### src/hdl/rws_pkg.sv
// Shared types, constants and tables of the Ricker wavelet sample unit.
// Depends on nothing; every other file takes its names from here.
package rws_pkg;

    localparam int INDEX_WIDTH      = 16;
    localparam int CFG_INDEX_WIDTH  = 3;
    localparam int NS_WIDTH         = 17;
    localparam int CMP_WIDTH        = ((INDEX_WIDTH > NS_WIDTH) ? INDEX_WIDTH : NS_WIDTH) + 1;
    localparam int POS_WIDTH        = INDEX_WIDTH + 32;
    localparam int A_WIDTH          = 37;
    localparam int N_WIDTH          = 6;
    localparam int N_MAX            = 34;
    localparam int K_WIDTH          = 4;
    localparam int HORNER_TERMS     = 12;
    localparam int AMP_WIDTH        = 24;

    localparam logic [30:0] PI_Q29  = 31'd1686629713;
    localparam logic [31:0] LN2_Q32 = 32'd2977044472;
    localparam logic [32:0] ONE_Q32 = 33'h1_0000_0000;

    localparam logic [31:0]          RESET_SAMPLE_INTERVAL = 32'd4294967;
    localparam logic [31:0]          RESET_TIME_DELAY      = 32'd0;
    localparam logic [31:0]          RESET_PEAK_FREQUENCY  = 32'd1638400;
    localparam logic [AMP_WIDTH-1:0] RESET_AMPLITUDE       = 24'd65536;
    localparam logic [NS_WIDTH-1:0]  RESET_NUM_SAMPLES     = 17'd1000;

    typedef enum logic [CFG_INDEX_WIDTH-1:0] {
        REG_SAMPLE_INTERVAL = 3'd0,
        REG_TIME_DELAY      = 3'd1,
        REG_PEAK_FREQUENCY  = 3'd2,
        REG_AMPLITUDE       = 3'd3,
        REG_NUM_SAMPLES     = 3'd4
    } reg_index_t;

    typedef struct packed {
        logic [31:0]          sample_interval;
        logic [31:0]          time_delay;
        logic [31:0]          peak_frequency;
        logic [AMP_WIDTH-1:0] amplitude;
        logic [NS_WIDTH-1:0]  num_samples;
    } cfg_t;

    typedef struct packed {
        logic zero;
        logic oor;
        logic last;
    } tag_t;

    typedef struct packed {
        tag_t               tag;
        logic [A_WIDTH-1:0] a;
        logic [N_WIDTH-1:0] n;
        logic [31:0]        r;
        logic [32:0]        p;
    } hitem_t;

    function automatic logic [A_WIDTH-1:0] ln2_mult(input logic [N_WIDTH-1:0] n);
        return A_WIDTH'(n) * A_WIDTH'(LN2_Q32);
    endfunction

    // floor(2^32/k), with all ones for k of one
    function automatic logic [31:0] recip(input logic [K_WIDTH-1:0] k);
        logic [31:0] m;
        case (k)
            4'd1:    m = 32'hFFFF_FFFF;
            4'd2:    m = 32'h8000_0000;
            4'd3:    m = 32'h5555_5555;
            4'd4:    m = 32'h4000_0000;
            4'd5:    m = 32'h3333_3333;
            4'd6:    m = 32'h2AAA_AAAA;
            4'd7:    m = 32'h2492_4924;
            4'd8:    m = 32'h2000_0000;
            4'd9:    m = 32'h1C71_C71C;
            4'd10:   m = 32'h1999_9999;
            4'd11:   m = 32'h1745_D174;
            4'd12:   m = 32'h1555_5555;
            default: m = 32'h0000_0000;
        endcase
        return m;
    endfunction

endpackage

### src/hdl/rws_back.sv
// Back pipeline: exponent shift, (1-2a) weighting, amplitude scaling and saturation.
// Depends on rws_pkg.
module rws_back (
    input  logic                            clk,
    input  logic                            rst_n,
    input  logic [rws_pkg::AMP_WIDTH-1:0]   amplitude,
    input  logic                            in_valid,
    input  rws_pkg::hitem_t                 in_item,
    output logic                            done,
    output logic signed [31:0]              sample_value,
    output logic                            last_sample,
    output logic                            out_of_range
);

    localparam int AW = rws_pkg::A_WIDTH;

    logic [3:0]    valid_reg;
    rws_pkg::tag_t t1_reg, t2_reg, t3_reg;
    logic [24:0]   e8_reg;
    logic [AW:0]   wmag_reg;
    logic          wneg1_reg, wneg2_reg;
    logic [38:0]   gmag_reg;
    logic [31:0]   mag_reg;
    logic          neg_reg;
    logic [31:0]   value_reg;
    logic          last_reg, oor_reg;

    logic [32:0]   e;
    logic [AW:0]   two_a, one_w;
    logic          wneg_next;
    logic [62:0]   wg;
    logic [rws_pkg::AMP_WIDTH-1:0] amag;
    logic [63:0]   sm;
    logic [31:0]   value_next;

    always_comb
    begin
        e         = in_item.p >> in_item.n;
        two_a     = {in_item.a, 1'b0};
        one_w     = (AW+1)'(rws_pkg::ONE_Q32);
        wneg_next = two_a > one_w;
        wg        = 63'(wmag_reg) * 63'(e8_reg);
        amag      = amplitude[rws_pkg::AMP_WIDTH-1] ? rws_pkg::AMP_WIDTH'(-amplitude) : amplitude;
        sm        = 64'(gmag_reg) * 64'(amag) + (64'd1 << 31);
    end

    always_comb
    begin
        if (t3_reg.zero)
        begin
            value_next = '0;
        end
        else if (neg_reg)
        begin
            value_next = (mag_reg > 32'h8000_0000) ? 32'h8000_0000 : 32'(-mag_reg);
        end
        else
        begin
            value_next = (mag_reg > 32'h7FFF_FFFF) ? 32'h7FFF_FFFF : mag_reg;
        end
    end

    always_ff @(posedge clk or negedge rst_n)
    begin
        if (!rst_n)
        begin
            valid_reg <= '0;
        end
        else
        begin
            valid_reg <= {valid_reg[2:0], in_valid};
        end
    end

    always_ff @(posedge clk)
    begin
        t1_reg    <= in_item.tag;
        e8_reg    <= e[32:8];
        wmag_reg  <= wneg_next ? two_a - one_w : one_w - two_a;
        wneg1_reg <= wneg_next;
        t2_reg    <= t1_reg;
        gmag_reg  <= wg[62:24];
        wneg2_reg <= wneg1_reg;
        t3_reg    <= t2_reg;
        mag_reg   <= sm[63:32];
        neg_reg   <= wneg2_reg ^ amplitude[rws_pkg::AMP_WIDTH-1];
        value_reg <= value_next;
        last_reg  <= t3_reg.last && !t3_reg.oor;
        oor_reg   <= t3_reg.oor;
    end

    assign done         = valid_reg[3];
    assign sample_value = value_reg;
    assign last_sample  = last_reg;
    assign out_of_range = oor_reg;

endmodule

### config.mk
export PLATFORM = sky130hd
export DESIGN_NAME = rws_back
export DESIGN_NICKNAME = d
export VERILOG_FILES = /design/src/hdl/rws_pkg.sv /design/src/hdl/rws_back.sv
export SDC_FILE = /design/constraint.sdc
export NUM_CORES = 2
export LEC_CHECK = 0
export ABC_CLOCK_PERIOD_IN_PS = 8400
export BUFFER_PORTS_ARGS = -buffer_cell sky130_fd_sc_hd__buf_2
export CORE_MARGIN = 2
export CORE_UTILIZATION = 32
export CTS_CLUSTER_SIZE = 20
export DETAILED_ROUTE_END_ITERATION = 8
export GPL_TIMING_DRIVEN = 0
export PLACE_DENSITY = 0.46
export SLEW_MARGIN = 10
export SYNTH_ARGS = -nofsm -noshare
export SYNTH_HDL_FRONTEND = slang
export SYNTH_SLANG_ARGS = --single-unit
### constraint.sdc
create_clock -name clk -period 8.4 [get_ports clk]
set_input_delay 0.42 -clock clk [delete_from_list [all_inputs] [get_ports clk]]
set_output_delay 0.42 -clock clk [all_outputs]
set_load 0.05 [all_outputs]
==> out/results.env <==
SETUP.WORST_PATH.END_CLASS='flop'
SYNTH_COMPOUND_GATE_AREA_SHARE=0.0439
SYN_NETS=9412
CRITICALPATHCATEGORY='in2reg'
INITIAL_UTILIZATION=0.322
ROW_COUNT=164
SYN_AVG_CELL_AREA_UM2=8.92
CTS_TREE='yes'
YOSYS.AREA_SHARE.ADDER=0.583
MAX-CLOCK-PATH-BUFFERS=2
MAXSLEWHEADROOM=0.231
FMAX_MHz=116
CRIT_PATH_MAX_FANOUT=5
TIMING.CRITICAL_PATH.MODE_CELL='fa_1'
YOSYS_WARNINGS=0
DRT_WL_TOTAL_UM=248000
CRITICAL-PATH-SLOWEST-CELL='fa_2'
NUMBER_OF_ENDPOINTS_WITH_NEGATIVE_HOLD_SLACK_IN_THE_FINAL_REPORT=0
NUMBER_OF_FILL_CELLS_IN_THE_LAYOUT=20900
INITIAL_ANTENNA_VIOLATION_COUNT=20
DIE_AREA_MM2=0.205
FIN_WS_NS=-0.191
ROUTE.DETAILED.DRC=0
GRT_START_MAX_NET_PINS=23
CRITICAL_PATH_REQUIRED_NS=8.85
POST_SYNTH_INSTANCE_AREA_MM2=0.0645
SEQ_AREA_MM2=0.00375
AREA_GROWTH_FROM_SYNTHESIS_TO_LAYOUT_PCT=11.2
GP_CONGESTION=0.984
CLOCKROOTBUFFER='clkbuf_16'
GLOBALROUTEMET3UTIL=0.0346
FP.DIEH_UM=453
TIMING.CLOCK.SKEW_NS=0.0354
PORT-BUFFER-COUNT=129
SETUP_VIOL=20
CP_TOP_FAMILY='adder cells'
OVERFLOW=0
FINAL_NETS=9628
MUXSHAREOFSYNTHAREA=0.00970
GRT_USE_MET1=0.319
NUMBER_OF_SYNTHESIZED_FLOPS_WITH_AN_ENABLE_PIN=0
GRT_PASS1_VIAS=54300
MET2_USAGE=0.410
SYNTH.YOSYS.SEQ_AREA_SHARE=0.0571
NUMBER_OF_FLIP_FLOPS_IN_THE_LARGEST_REGISTER=39
WORST_PATH_LARGEST_CELL_DELAY_NS=0.61
FRACTION_OF_LAYOUT_INSTANCES_USING_A_DRIVE_STRENGTH_ABOVE_1=0.0895
HOLD_WS_NS=0.0683
MAX_CAP_VIOLATIONS=0
CORE_MM2=0.200
BUSIEST_LAYER='met2'
COUNT_OF_ANTENNA_VIOLATING_NETS_LEFT_AFTER_DETAILED_ROUTING=0
CHIPWIDTH_UM=453
CTS_INSERTED_BUFFERS=17
SYNTH_CELL_TYPE_COUNT=75
DRV_SLEW=0
DRT_PRE_ANTENNA_ITERS=6
TIMING.CRITICAL_PATH.ARRIVAL_NS=9.04
SHARE_OF_THE_CLOCK_PERIOD_USED_BY_THE_WORST_PATH_AFTER_LAYOUT=1.02
SYNTH_CELLS=7235
SYNTH_TOP_FLOP_CELL='dfxtp_1'
GRT_FIRST_PASS_WIRELENGTH_UM=366000
COUNT_OF_ROUTING_VIOLATIONS_AFTER_THE_OPENING_DETAILED_ROUTE_ITERATION=3554
GR-USAGE-ALL-LAYERS=0.246
CLKSLEWWORSTSETUPHOLDPATHS_NS=0.09
CRITICAL_PATH.STARTPOINT_TYPE='primary input'
FIN_CRIT_NS=8.59
IO-PIN-COUNT=173
ASYNCSETRESETFLOPFRACSYNTH=0.0219
STATUS='finished with violations'
ROUTE.DETAILED.WL_PER_INST_UM=24.5
HOLD_PATH.CLASS='in2reg'
YOSYS_REG_BITS=183
POST_SYNTH_AND_OR_NAND_NOR_AREA_FRACTION=0.169
POST-DP-HPWL_UM=207000
FAILING_CHECKS='setup timing'
YOSYS.AREA_SHARE.XOR_XNOR=0.0170
GRT_SETUP_UNREPAIRED='yes'
CLOCK_TREE.HTREE_LEVEL_COUNT=4
VIAS=49900
SYNTH_TOP_FAMILY_BY_AREA='adder cells'
NUMCLOCKSINKS=183
WORSTPATHBUFFERINVERTERCOUNT=10
SLEW_OF_THE_PIN_WITH_THE_LOWEST_SLEW_MARGIN_NS=1.15
VIA_DENSITY_PER_INSTANCE=4.93
MULTI_INPUT_AREA_MM2=0.0541
CLOCK_INSERTION_DELAY_WORST_SKEW_NS=0.58
[worst reg2reg max path, stage by stage (launching register included)]
cell       delay [ns]
dfxtp_1          0.69
clkbuf_1         0.86
nand2_1          0.17
fa_1             0.50
fa_1             0.57
inv_1            0.07
fa_1             0.55
inv_1            0.06
fa_1             0.49
fa_1             0.56
inv_1            0.05
fa_1             0.50
fa_1             0.43
ha_1             0.30
a21oi_1          0.19
o21ai_2          0.11
a2111oi_2        0.28
buf_4            0.20
o211ai_1         0.32
a211o_4          0.50
a2bb2oi_4        0.22
buf_6            0.16
buf_6            0.12
a21oi_4          0.17
o21ai_2          0.07
xor2_1           0.14
[synthesized netlist by cell type, types with 55 or more instances]
library cell / number / share of area
a21oi_1: 140 / 0.011
and2_1: 560 / 0.054
clkbuf_1: 370 / 0.022
dfxtp_1: 179 / 0.056
fa_1: 1613 / 0.50
ha_1: 426 / 0.083
inv_1: 1666 / 0.097
nand2_1: 1384 / 0.081
nor2_1: 120 / 0.0070
nor2b_1: 55 / 0.0053
o21ai_0: 82 / 0.0064
xnor2_1: 78 / 0.011
[cells in the final DEF, fill, tap and decap left out, types with 41 or more instances in the layout]
cell type	count
buf_2	138
a21oi_1	128
xnor2_1	52
clkbuf_1	168
nor2b_1	55
a21o_1	41
xor2_1	46
inv_1	1653
nor2_1	116
o21ai_0	68
clkbuf_4	41
nand2_1	1379
and2_1	554
fa_1	1596
dfxtp_1	145
clkbuf_2	110
ha_1	415
buf_4	58
[metrics by stage]
| step | instance area, um^2 | setup TNS [ns] | util | setup slack, ns | cells |
|---|---|---|---|---|---|
| after floorplan | 64500 | 0 | - | 0.0351 | 7235 |
| after global placement | 68500 | -160.84 | 0.342 | -5.13 | 10000 |
| after detailed placement | 68500 | -142.44 | 0.342 | -4.47 | 10000 |
| after CTS | 71000 | -3.10 | 0.355 | -0.308 | 10100 |
| after global routing | 71700 | -5.69 | 0.359 | -0.347 | 10100 |
| final | 71800 | -1.59 | 0.359 | -0.191 | 10100 |
[worst paths after layout]
check	from	to	slack (ns)	cells after the start
worst max-delay path	amplitude[9]	mag_reg[17]	-0.19	34
worst min-delay path	in_item[75]	wmag_reg[5]	0.07	2
worst min register to register	valid_reg[2]	valid_reg[3]	0.33	0
max in group asynchronous	rst_n	valid_reg[2]	8.10	2
min in group asynchronous	rst_n	valid_reg[3]	0.15	2
worst max register to register	gmag_reg[11]	mag_reg[17]	0.02	25
[repair_timing]
action                                  CTS  global route
pin swaps                                96            65
setup buffers                            58            21
endpoints found under the setup margin   65            46
cloned                                    1             0
endpoints found under the hold margin     9             0
hold buffers                              6             0
gates resized for setup                 439           273
[logic make-up after synthesis]
family          Yosys count
mux                      42
compound gates          445
fa+ha+maj              2039
flops                   183
simple gates           2335
xor+xnor                125
buf+inv                2066
[layer usage]
metal / vias up / routed length, um
met5: - / 87
met4: 12 / 12100
met3: 412 / 16500
met1: 26000 / 101000
li1: 21600 / -
met2: 1869 / 118000
[area by class of cell]
type	instances	share of cell area
Clock buffer	17	0.00593
Buffer	379	0.0294
Sequential cell	183	0.0523
Tap cell	2656	0.0463
Clock inverter	15	0.00284
Multi-Input combinational cell	4986	0.754
Timing Repair Buffer	216	0.0216
Antenna cell	10	0.000349
Inverter	1668	0.0875
Power is not shown: default switching activity piles up to over one toggle a cycle in this logic, so the estimate is an artifact.
